<file path="src/hw/rtl/pixel_decimate_base64_encoder_top_macros.svh">
// Assertion helpers shared by the encoder modules.
`ifndef PIXEL_DECIMATE_BASE64_ENCODER_TOP_MACROS_SVH
`define PIXEL_DECIMATE_BASE64_ENCODER_TOP_MACROS_SVH

// Checked on every clock edge outside reset.
`define PDE_ASSERT(label, prop, msg) \
   label: assert property (@(posedge clock) disable iff (reset) prop) else $error(msg);

// Checked on every clock edge, reset included.
`define PDE_ASSERT_ALWAYS(label, prop, msg) \
   label: assert property (@(posedge clock) prop) else $error(msg);

`endif

</file>
<file path="src/hw/rtl/pde_pkg.sv">
`timescale 1ns / 1ps

package pde_pkg;

   localparam int CSR_DATA_W  = 11;
   localparam int CSR_INDEX_W = 2;

   localparam logic [CSR_INDEX_W-1:0] CSR_SOURCE_WIDTH  = 2'd0;
   localparam logic [CSR_INDEX_W-1:0] CSR_SOURCE_HEIGHT = 2'd1;
   localparam logic [CSR_INDEX_W-1:0] CSR_STEP_LOG2     = 2'd2;

   localparam logic [CSR_DATA_W-1:0] SOURCE_WIDTH_RESET  = 11'd640;
   localparam logic [CSR_DATA_W-1:0] SOURCE_HEIGHT_RESET = 11'd480;
   localparam logic [1:0]            STEP_LOG2_RESET     = 2'd1;

   localparam logic [1:0] STEP_LOG2_MAX = 2'd2;

   localparam int MAX_CHARS    = 8;
   localparam int CHAR_COUNT_W = 4;

   localparam logic [CHAR_COUNT_W-1:0] GROUP_CHARS = 4'd4;

   localparam logic [7:0] PAD_CHAR   = 8'h3D;
   localparam logic [7:0] PLUS_CHAR  = 8'h2B;
   localparam logic [7:0] SLASH_CHAR = 8'h2F;

   typedef struct packed {
      logic [15:0] pend_bytes;
      logic [1:0]  pend_count;
      logic        row_done;
      logic        frame_last;
   } pack_req_type;

   typedef struct packed {
      logic [MAX_CHARS-1:0][7:0] chars;
      logic [CHAR_COUNT_W-1:0]   count;
      logic                      row_end;
      logic                      frame_end;
      logic [15:0]               pend_bytes;
      logic [1:0]                pend_count;
   } pack_rsp_type;

   function automatic logic [7:0] sextet_to_char(input logic [5:0] v);
      logic [7:0] c;
      c = 8'(v);
      if (v < 6'd26) begin
         return c + 8'h41;
      end else if (v < 6'd52) begin
         return c + 8'd71;
      end else if (v < 6'd62) begin
         return c - 8'd4;
      end else if (v == 6'd62) begin
         return PLUS_CHAR;
      end
      return SLASH_CHAR;
   endfunction

endpackage

</file>
<file path="src/hw/rtl/pde_pack.sv">
`timescale 1ns / 1ps

module pde_pack (
   input  logic                  [15:0] pixel_value,
   input  pde_pkg::pack_req_type        pack_req,
   output pde_pkg::pack_rsp_type        pack_rsp
);

   logic [7:0]  b0;
   logic [7:0]  b1;
   logic [7:0]  pa;
   logic [7:0]  pb;
   logic        full;
   logic        flush;
   logic [23:0] grp;
   logic [23:0] fl;
   logic [15:0] np;
   logic [1:0]  nc;
   logic [3:0][7:0] gchars;
   logic [3:0][7:0] fchars;

   always_comb begin
      b0 = pixel_value[7:0];
      b1 = pixel_value[15:8];
      pa = pack_req.pend_bytes[15:8];
      pb = pack_req.pend_bytes[7:0];
      full = 1'b0;
      grp = 24'h000000;
      np = 16'h0000;
      nc = 2'd0;
      case (pack_req.pend_count)
         2'd0: begin
            np = {b0, b1};
            nc = 2'd2;
         end
         2'd1: begin
            full = 1'b1;
            grp = {pa, b0, b1};
         end
         default: begin
            full = 1'b1;
            grp = {pa, pb, b0};
            np = {b1, 8'h00};
            nc = 2'd1;
         end
      endcase

      gchars[0] = pde_pkg::sextet_to_char(grp[23:18]);
      gchars[1] = pde_pkg::sextet_to_char(grp[17:12]);
      gchars[2] = pde_pkg::sextet_to_char(grp[11:6]);
      gchars[3] = pde_pkg::sextet_to_char(grp[5:0]);

      fl = {np, 8'h00};
      fchars[0] = pde_pkg::sextet_to_char(fl[23:18]);
      fchars[1] = pde_pkg::sextet_to_char(fl[17:12]);
      fchars[2] = (nc == 2'd2) ? pde_pkg::sextet_to_char(fl[11:6]) : pde_pkg::PAD_CHAR;
      fchars[3] = pde_pkg::PAD_CHAR;
      flush = pack_req.row_done && (nc != 2'd0);

      if (full) begin
         pack_rsp.chars = {fchars, gchars};
      end else begin
         pack_rsp.chars = {{4{pde_pkg::PAD_CHAR}}, fchars};
      end
      pack_rsp.count = (full ? pde_pkg::GROUP_CHARS : 4'd0)
                     + (flush ? pde_pkg::GROUP_CHARS : 4'd0);
      pack_rsp.row_end = pack_req.row_done;
      pack_rsp.frame_end = pack_req.row_done && pack_req.frame_last;
      pack_rsp.pend_bytes = pack_req.row_done ? 16'h0000 : np;
      pack_rsp.pend_count = pack_req.row_done ? 2'd0 : nc;
   end

endmodule

</file>
<file path="src/hw/rtl/pde_ctrl.sv">
`timescale 1ns / 1ps
`include "pixel_decimate_base64_encoder_top_macros.svh"

module pde_ctrl #(
   parameter int MAX_WIDTH  = 1024,
   parameter int MAX_HEIGHT = 1024
) (
   input  logic                                  clock,
   input  logic                                  reset,
   input  logic                                  csr_write_enable,
   input  logic [pde_pkg::CSR_INDEX_W-1:0]       csr_index,
   input  logic [pde_pkg::CSR_DATA_W-1:0]        csr_write_data,
   input  logic                                  req_accept,
   input  pde_pkg::pack_rsp_type                 pack_rsp,
   output logic                                  keep_now,
   output pde_pkg::pack_req_type                 pack_req
);

   localparam int CW = $clog2(MAX_WIDTH);
   localparam int RW = $clog2(MAX_HEIGHT);
   localparam int WW = $clog2(MAX_WIDTH + 1);
   localparam int HW = $clog2(MAX_HEIGHT + 1);

   logic [pde_pkg::CSR_DATA_W-1:0] src_w_ff, src_w_in;
   logic [pde_pkg::CSR_DATA_W-1:0] src_h_ff, src_h_in;
   logic [1:0]                     step_ff, step_in;
   logic [CW-1:0]                  col_ff, col_in;
   logic [RW-1:0]                  row_ff, row_in;
   logic [WW-1:0]                  kept_ff, kept_in;
   logic [15:0]                    pend_bytes_ff, pend_bytes_in;
   logic [1:0]                     pend_count_ff, pend_count_in;

   logic [31:0] w_raw;
   logic [31:0] h_raw;
   logic [WW-1:0] w_eff;
   logic [HW-1:0] h_eff;
   logic [1:0]    k;
   logic [31:0]   mask;
   logic [WW-1:0] out_w;
   logic [HW-1:0] out_h;
   logic [RW-1:0] row_idx;
   logic          row_kept;
   logic          row_done;
   logic          col_wrap;
   logic          row_wrap;

   always_comb begin
      w_raw = 32'(src_w_ff);
      h_raw = 32'(src_h_ff);
      if (w_raw == 32'd0) begin
         w_eff = WW'(1);
      end else if (w_raw > 32'(MAX_WIDTH)) begin
         w_eff = WW'(MAX_WIDTH);
      end else begin
         w_eff = WW'(w_raw);
      end
      if (h_raw == 32'd0) begin
         h_eff = HW'(1);
      end else if (h_raw > 32'(MAX_HEIGHT)) begin
         h_eff = HW'(MAX_HEIGHT);
      end else begin
         h_eff = HW'(h_raw);
      end
      k = (step_ff > pde_pkg::STEP_LOG2_MAX) ? pde_pkg::STEP_LOG2_MAX : step_ff;
      mask = (32'd1 << k) - 32'd1;
      out_w = w_eff >> k;
      out_h = h_eff >> k;
      row_idx = row_ff >> k;

      row_kept = ((32'(row_ff) & mask) == 32'd0) && (32'(row_idx) < 32'(out_h));
      keep_now = row_kept && ((32'(col_ff) & mask) == 32'd0)
               && (32'(kept_ff) < 32'(out_w));
      row_done = keep_now && ((32'(kept_ff) + 32'd1) >= 32'(out_w));
      col_wrap = (32'(col_ff) + 32'd1) >= 32'(w_eff);
      row_wrap = (32'(row_ff) + 32'd1) >= 32'(h_eff);

      pack_req.pend_bytes = pend_bytes_ff;
      pack_req.pend_count = pend_count_ff;
      pack_req.row_done = row_done;
      pack_req.frame_last = (32'(row_idx) + 32'd1) >= 32'(out_h);
   end

   always_comb begin
      src_w_in = src_w_ff;
      src_h_in = src_h_ff;
      step_in = step_ff;
      if (csr_write_enable) begin
         case (csr_index)
            pde_pkg::CSR_SOURCE_WIDTH:  src_w_in = csr_write_data;
            pde_pkg::CSR_SOURCE_HEIGHT: src_h_in = csr_write_data;
            pde_pkg::CSR_STEP_LOG2:     step_in = csr_write_data[1:0];
            default: ;
         endcase
      end

      col_in = col_ff;
      row_in = row_ff;
      kept_in = kept_ff;
      pend_bytes_in = pend_bytes_ff;
      pend_count_in = pend_count_ff;
      if (req_accept) begin
         if (keep_now) begin
            kept_in = kept_ff + WW'(1);
            pend_bytes_in = pack_rsp.pend_bytes;
            pend_count_in = pack_rsp.pend_count;
         end
         if (col_wrap) begin
            col_in = '0;
            kept_in = '0;
            pend_bytes_in = 16'h0000;
            pend_count_in = 2'd0;
            row_in = row_wrap ? '0 : row_ff + RW'(1);
         end else begin
            col_in = col_ff + CW'(1);
         end
      end
   end

   always_ff @(posedge clock) begin
      if (reset) begin
         src_w_ff <= pde_pkg::SOURCE_WIDTH_RESET;
         src_h_ff <= pde_pkg::SOURCE_HEIGHT_RESET;
         step_ff <= pde_pkg::STEP_LOG2_RESET;
         col_ff <= '0;
         row_ff <= '0;
         kept_ff <= '0;
         pend_bytes_ff <= 16'h0000;
         pend_count_ff <= 2'd0;
      end else begin
         src_w_ff <= src_w_in;
         src_h_ff <= src_h_in;
         step_ff <= step_in;
         col_ff <= col_in;
         row_ff <= row_in;
         kept_ff <= kept_in;
         pend_bytes_ff <= pend_bytes_in;
         pend_count_ff <= pend_count_in;
      end
   end

   `PDE_ASSERT(pend_count_range, pend_count_ff != 2'd3, "pending byte count out of range")
   `PDE_ASSERT(row_wrap_clears, (req_accept && col_wrap) |=> (kept_ff == '0 && pend_count_ff == 2'd0), "row end did not clear pending state")

endmodule

</file>
<file path="src/hw/rtl/pde_serial.sv">
`timescale 1ns / 1ps
`include "pixel_decimate_base64_encoder_top_macros.svh"

module pde_serial (
   input  logic                  clock,
   input  logic                  reset,
   input  logic                  load,
   input  pde_pkg::pack_rsp_type pack_rsp,
   input  logic                  rsp_ready,
   output logic                  rsp_valid,
   output logic [7:0]            rsp_ascii_char,
   output logic                  rsp_last_of_item,
   output logic                  rsp_row_end,
   output logic                  rsp_frame_end,
   output logic                  free
);

   logic [pde_pkg::MAX_CHARS-1:0][7:0] chars_ff, chars_in;
   logic [pde_pkg::CHAR_COUNT_W-1:0]   rem_ff, rem_in;
   logic                               row_flag_ff, row_flag_in;
   logic                               frame_flag_ff, frame_flag_in;
   logic                               busy;
   logic                               last;
   logic                               take;
   logic                               stalled;

   always_comb begin
      busy = rem_ff != '0;
      last = rem_ff == pde_pkg::CHAR_COUNT_W'(1);
      rsp_valid = busy && !reset;
      take = rsp_valid && rsp_ready;
      free = !busy || (rsp_ready && last);
      stalled = busy && !rsp_ready && !load;
      rsp_ascii_char = chars_ff[0];
      rsp_last_of_item = last;
      rsp_row_end = last && row_flag_ff;
      rsp_frame_end = last && frame_flag_ff;

      chars_in = chars_ff;
      rem_in = rem_ff;
      row_flag_in = row_flag_ff;
      frame_flag_in = frame_flag_ff;
      if (take) begin
         chars_in = {8'h00, chars_ff[pde_pkg::MAX_CHARS-1:1]};
         rem_in = rem_ff - pde_pkg::CHAR_COUNT_W'(1);
      end
      if (load) begin
         chars_in = pack_rsp.chars;
         rem_in = pack_rsp.count;
         row_flag_in = pack_rsp.row_end;
         frame_flag_in = pack_rsp.frame_end;
      end
   end

   always_ff @(posedge clock) begin
      if (reset) begin
         rem_ff <= '0;
      end else begin
         rem_ff <= rem_in;
      end
      chars_ff <= chars_in;
      row_flag_ff <= row_flag_in;
      frame_flag_ff <= frame_flag_in;
   end

   `PDE_ASSERT_ALWAYS(reset_empties, reset |=> !busy, "character buffer not empty after reset")
   `PDE_ASSERT(load_group_size, load |=> rem_ff[1:0] == 2'd0, "load of a partial group")
   `PDE_ASSERT(no_overwrite, load |-> free, "load over undelivered characters")
   `PDE_ASSERT(stall_holds, stalled |=> $stable({rem_ff, chars_ff}), "stalled buffer changed")

endmodule

</file>
<file path="src/hw/rtl/pixel_decimate_base64_encoder_top.sv">
`timescale 1ns / 1ps
// Decimating base64 encoder for RGB565 frames.
// The req channel takes one 16-bit pixel per transaction in raster order. The
// block keeps every 2^step_log2-th pixel of every 2^step_log2-th row and sends
// its two bytes, low byte first, into a base64 stream that restarts on every
// output row. The rsp channel carries one character per transaction, with
// flags on the last character of a pixel, of an output row and of a frame.
// A kept pixel yields 0, 4 or 8 characters; dropped pixels yield none.
// Latency: the first character of a pixel is offered the cycle after the
// pixel is accepted. Throughput is one character per cycle on rsp while the
// receiver is ready, set by the single character output of the group buffer.
// Dropped pixels are accepted every cycle, even while characters of an earlier
// pixel are still waiting.
// A kept pixel is taken once the previous pixel's last character leaves.
// If the receiver stalls, the character on rsp holds and kept pixels wait.
// The csr port writes source_width, source_height and step_log2; write it
// only while the block is idle. Synchronous reset restores the default
// 640x480 frame with step 1, clears the counters and drops queued characters.

module pixel_decimate_base64_encoder_top #(
   parameter int MAX_WIDTH  = 1024,
   parameter int MAX_HEIGHT = 1024
) (
   input  logic                            clock,
   input  logic                            reset,
   input  logic                            req_valid,
   output logic                            req_ready,
   input  logic [15:0]                     req_pixel_value,
   output logic                            rsp_valid,
   input  logic                            rsp_ready,
   output logic [7:0]                      rsp_ascii_char,
   output logic                            rsp_last_of_item,
   output logic                            rsp_row_end,
   output logic                            rsp_frame_end,
   input  logic                            csr_write_enable,
   input  logic [pde_pkg::CSR_INDEX_W-1:0] csr_index,
   input  logic [pde_pkg::CSR_DATA_W-1:0]  csr_write_data
);

   pde_pkg::pack_req_type pack_req;
   pde_pkg::pack_rsp_type pack_rsp;
   logic                  keep_now;
   logic                  free;
   logic                  req_accept;
   logic                  load;

   assign req_ready = !reset && (free || !keep_now);
   assign req_accept = req_valid && req_ready;
   assign load = req_accept && keep_now;

   pde_ctrl #(
      .MAX_WIDTH(MAX_WIDTH),
      .MAX_HEIGHT(MAX_HEIGHT)
   ) u_ctrl (
      .clock(clock),
      .reset(reset),
      .csr_write_enable(csr_write_enable),
      .csr_index(csr_index),
      .csr_write_data(csr_write_data),
      .req_accept(req_accept),
      .pack_rsp(pack_rsp),
      .keep_now(keep_now),
      .pack_req(pack_req)
   );

   pde_pack u_pack (
      .pixel_value(req_pixel_value),
      .pack_req(pack_req),
      .pack_rsp(pack_rsp)
   );

   pde_serial u_serial (
      .clock(clock),
      .reset(reset),
      .load(load),
      .pack_rsp(pack_rsp),
      .rsp_ready(rsp_ready),
      .rsp_valid(rsp_valid),
      .rsp_ascii_char(rsp_ascii_char),
      .rsp_last_of_item(rsp_last_of_item),
      .rsp_row_end(rsp_row_end),
      .rsp_frame_end(rsp_frame_end),
      .free(free)
   );

endmodule
</file>
<file path="config.mk">
export PLATFORM = sky130hd
export DESIGN_NAME = pixel_decimate_base64_encoder_top
export DESIGN_NICKNAME = d
export VERILOG_FILES = /design/src/hw/rtl/pde_pkg.sv /design/src/hw/rtl/pde_pack.sv /design/src/hw/rtl/pde_ctrl.sv /design/src/hw/rtl/pde_serial.sv /design/src/hw/rtl/pixel_decimate_base64_encoder_top.sv
export VERILOG_INCLUDE_DIRS = /design/src /design/src/hw/rtl
export SDC_FILE = /design/constraint.sdc
export NUM_CORES = 1
export LEC_CHECK = 0
export ABC_AREA = 0
export BUFFER_PORTS_ARGS = -buffer_cell sky130_fd_sc_hd__buf_2
export CAP_MARGIN = 20
export CORE_MARGIN = 1
export CORE_UTILIZATION = 50
export DETAILED_ROUTE_END_ITERATION = 16
export PLACE_DENSITY = 0.67
export SETUP_SLACK_MARGIN = 0.4
export SYNTH_ARGS = -nofsm -noshare
export SYNTH_HDL_FRONTEND = slang
export SYNTH_SLANG_ARGS = --single-unit
</file>
<file path="constraint.sdc">
create_clock -name clock -period 6.9 [get_ports clock]
set_input_delay 1.38 -clock clock [delete_from_list [all_inputs] [get_ports clock]]
set_output_delay 1.38 -clock clock [all_outputs]
set_load 0.005 [all_outputs]
</file>
==> results.json <==
{
  "tightest_slew_ns": 1.210,
  "drive_gt1_frac": 0.08907,
  "synth_area_leader_cell": "edfxtp_1",
  "mappedNetlistArea_um2": 10790,
  "utilization": 0.5574,
  "ios": 47,
  "dp_slack_ns": 1.729,
  "syn_to_final_growth_pct": 8.902,
  "grt_setup_unrepaired": "no",
  "ant_nets": 0,
  "first_global_vias": 9091,
  "clock-sinks": 132,
  "fp.coreArea_um2": 21090,
  "io_buffers": 46,
  "synth_top_area_frac": 0.1530,
  "synth_seq_cells": 132,
  "fin_tns_setup_ns": 0,
  "vias": 9738,
  "grtUsageTotal": 0.2711,
  "postCtsSetupBuffers": 0,
  "synth_cell_types": 79,
  "arrival_ns": 4.09,
  "fin_worst_skew_ns": 0.01248,
  "finalWeightedCongestion": 0.9709,
  "fp.dieW_um": 148.9,
  "synth_ff_type": "dfxtp_1",
  "avgSynthCellArea_um2": 8.171,
  "drt_iter0_markers": 812,
  "synth_most_common_cell": "nand2_1",
  "finalHoldViolations": 0,
  "crit_required_ns": 5.52,
  "status": "completed",
  "async_flop_share": 0,
  "wire_per_inst_um": 18.38,
  "cts_max_level": 4,
  "p_total_mw": 4.000,
  "grt.overflow.total": 0,
  "ir_drop_uv": 199.6,
  "n_antenna_cell": 0,
  "setup_viol": 0,
  "clock_latency_ns": 0.43,
  "die-area_um2": 22180,
  "place_hpwl_mm": 21.93,
  "synth_edf_count": 55,
  "antenna_found_initial": 0,
  "grt_pass1_wl_mm": 47.22,
  "hold_ws_ns": 0.4722,
  "critPathLaunchType": "register",
  "clk_pin_slew_worst_paths_ns": 0.06,
  "cts.hold.buffers_added": 0,
  "maxCapViolations": 0,
  "crit_type": "register to output pin",
  "slew_viol_final": 0,
  "p_leak_nw": 5.017,
  "multi_input_area_um2": 7013,
  "hp-class": "register to register",
  "cts_tree": "done",
  "end_kind": "output pin",
  "cts_buffers": 17,
  "syn_inst": 1321,
  "power_density_nw_per_um2": 340.3,
  "ys_top_cells_by_area": "edfxtp_1 (15%), dfxtp_1 (14%), ha_1 (12%)",
  "cp_max_fo": 22,
  "setup_ws_ns": 1.429,
  "clk_path_buf_depth": 2,
  "finalCritPeriodShare": 0.7930,
  "n_fill_cell": 1966,
  "relSlewSlack": 0.1936,
  "yosys-top-cells-count": "nand2_1 (180), ha_1 (105), a21oi_1 (97)",
  "die_y_um": 148.9,
  "finalCriticalPeriod_ns": 5.471,
  "synth_seq_area_share": 0.2958,
  "final_cells": 1611,
  "drc": 0,
  "yosys_warnings": 0,
  "design_area_um2": 11760,
  "cts.repair.resized": 0,
  "vias_per_cell": 6.045,
  "num_rows": 53,
  "fmax_ghz": 0.1828,
  "wirelength_mm": 29.61,
  "grt_max_degree": 48,
  "start_util": 0.5119,
  "placed_cell_area_um2": 11150,
  "dp.cells": 1578,
  "seqCellArea_um2": 3193,
  "num-nets-final": 1462,
  "clockRootBuffer": "clkbuf_16",
  "drtPass1Iterations": 5
}
## report_power, final
group / switching (mW) / internal, mW
logic: 1.16 / 0.613
registers: 0.167 / 1.11
clock network: 0.352 / 0.597
## worst max-delay path, stage by stage (launching register included)
cell and delay [ns]:
dfxtp_1 0.73, clkinv_1 0.64, mux2i_1 0.49, inv_1 0.13
ha_1 0.33, a21o_1 0.19, a21oi_1 0.13, o21ai_0 0.11
and4_1 0.28, nor3_1 0.41, nor2_1 0.07, buf_2 0.14
## final timing paths
check / start / cells past startpoint / slack (ns) / endpoint
max: u_ctrl.step_ff[1] / 11 / 1.43 / req_ready
min: u_ctrl.pend_bytes_ff[1] / 1 / 0.47 / u_ctrl.pend_bytes_ff[1]
max reg2reg: u_ctrl.step_ff[1] / 11 / 1.69 / u_serial.chars_ff[38]
min reg2reg: u_ctrl.pend_bytes_ff[1] / 1 / 0.47 / u_ctrl.pend_bytes_ff[1]
## logic make-up (layout without fill, tap and decap cells)
family                   after synthesis  in the layout  share of synthesized area
flip-flops                           132            132                     0.2958
XOR/XNOR                              53             53                    0.04300
multiplexers                          34             34                    0.03246
AND/OR/NAND/NOR                      467            467                     0.2044
adder cells (fa/ha/maj)              109            109                     0.1254
buffers and inverters                147            159                    0.05656
AO/OA/AOI/OAI                        377            377                     0.2417
other                                  2              5                  0.0006958
## cell type report
class	count	share of cell area
Clock inverter	9	0.01064
Tap cell	275	0.02927
Multi-Input combinational cell	1045	0.5966
Sequential cell	132	0.2716
Inverter	68	0.02171
Timing Repair Buffer	59	0.02938
Clock buffer	23	0.04077
## flip-flops by register name, summed over array words and instances, names as in the netlist
signal,cells
u_ctrl.col_ff,10
u_ctrl.kept_ff,11
u_ctrl.pend_bytes_ff,16
u_ctrl.pend_count_ff,2
u_ctrl.row_ff,10
u_ctrl.src_h_ff,11
u_ctrl.src_w_ff,11
u_ctrl.step_ff,2
u_serial.chars_ff,45
u_serial.frame_flag_ff,1
u_serial.rem_ff,4
u_serial.row_flag_ff,1
u_serial.rsp_ascii_char,8
## per-layer routing
metal,routed length (µm),vias to the layer above,track usage
met3,1640,44,0.04343
li1,-,4832,-
met4,621,0,0.08520
met5,0,-,0
met1,12740,4578,0.3384
met2,14610,284,0.4749
## placed cells by master (no fill, tap or decap), types with 39 or more instances in the layout
master and n:
nand2_1 179, ha_1 105, a21oi_1 97, nor2_1 88, dfxtp_1 77, o21ai_0 70, inv_1 64, edfxtp_1 55
nand3_1 51, buf_2 47, xnor2_1 39
Note: power is estimated with default switching activity, not from simulation.
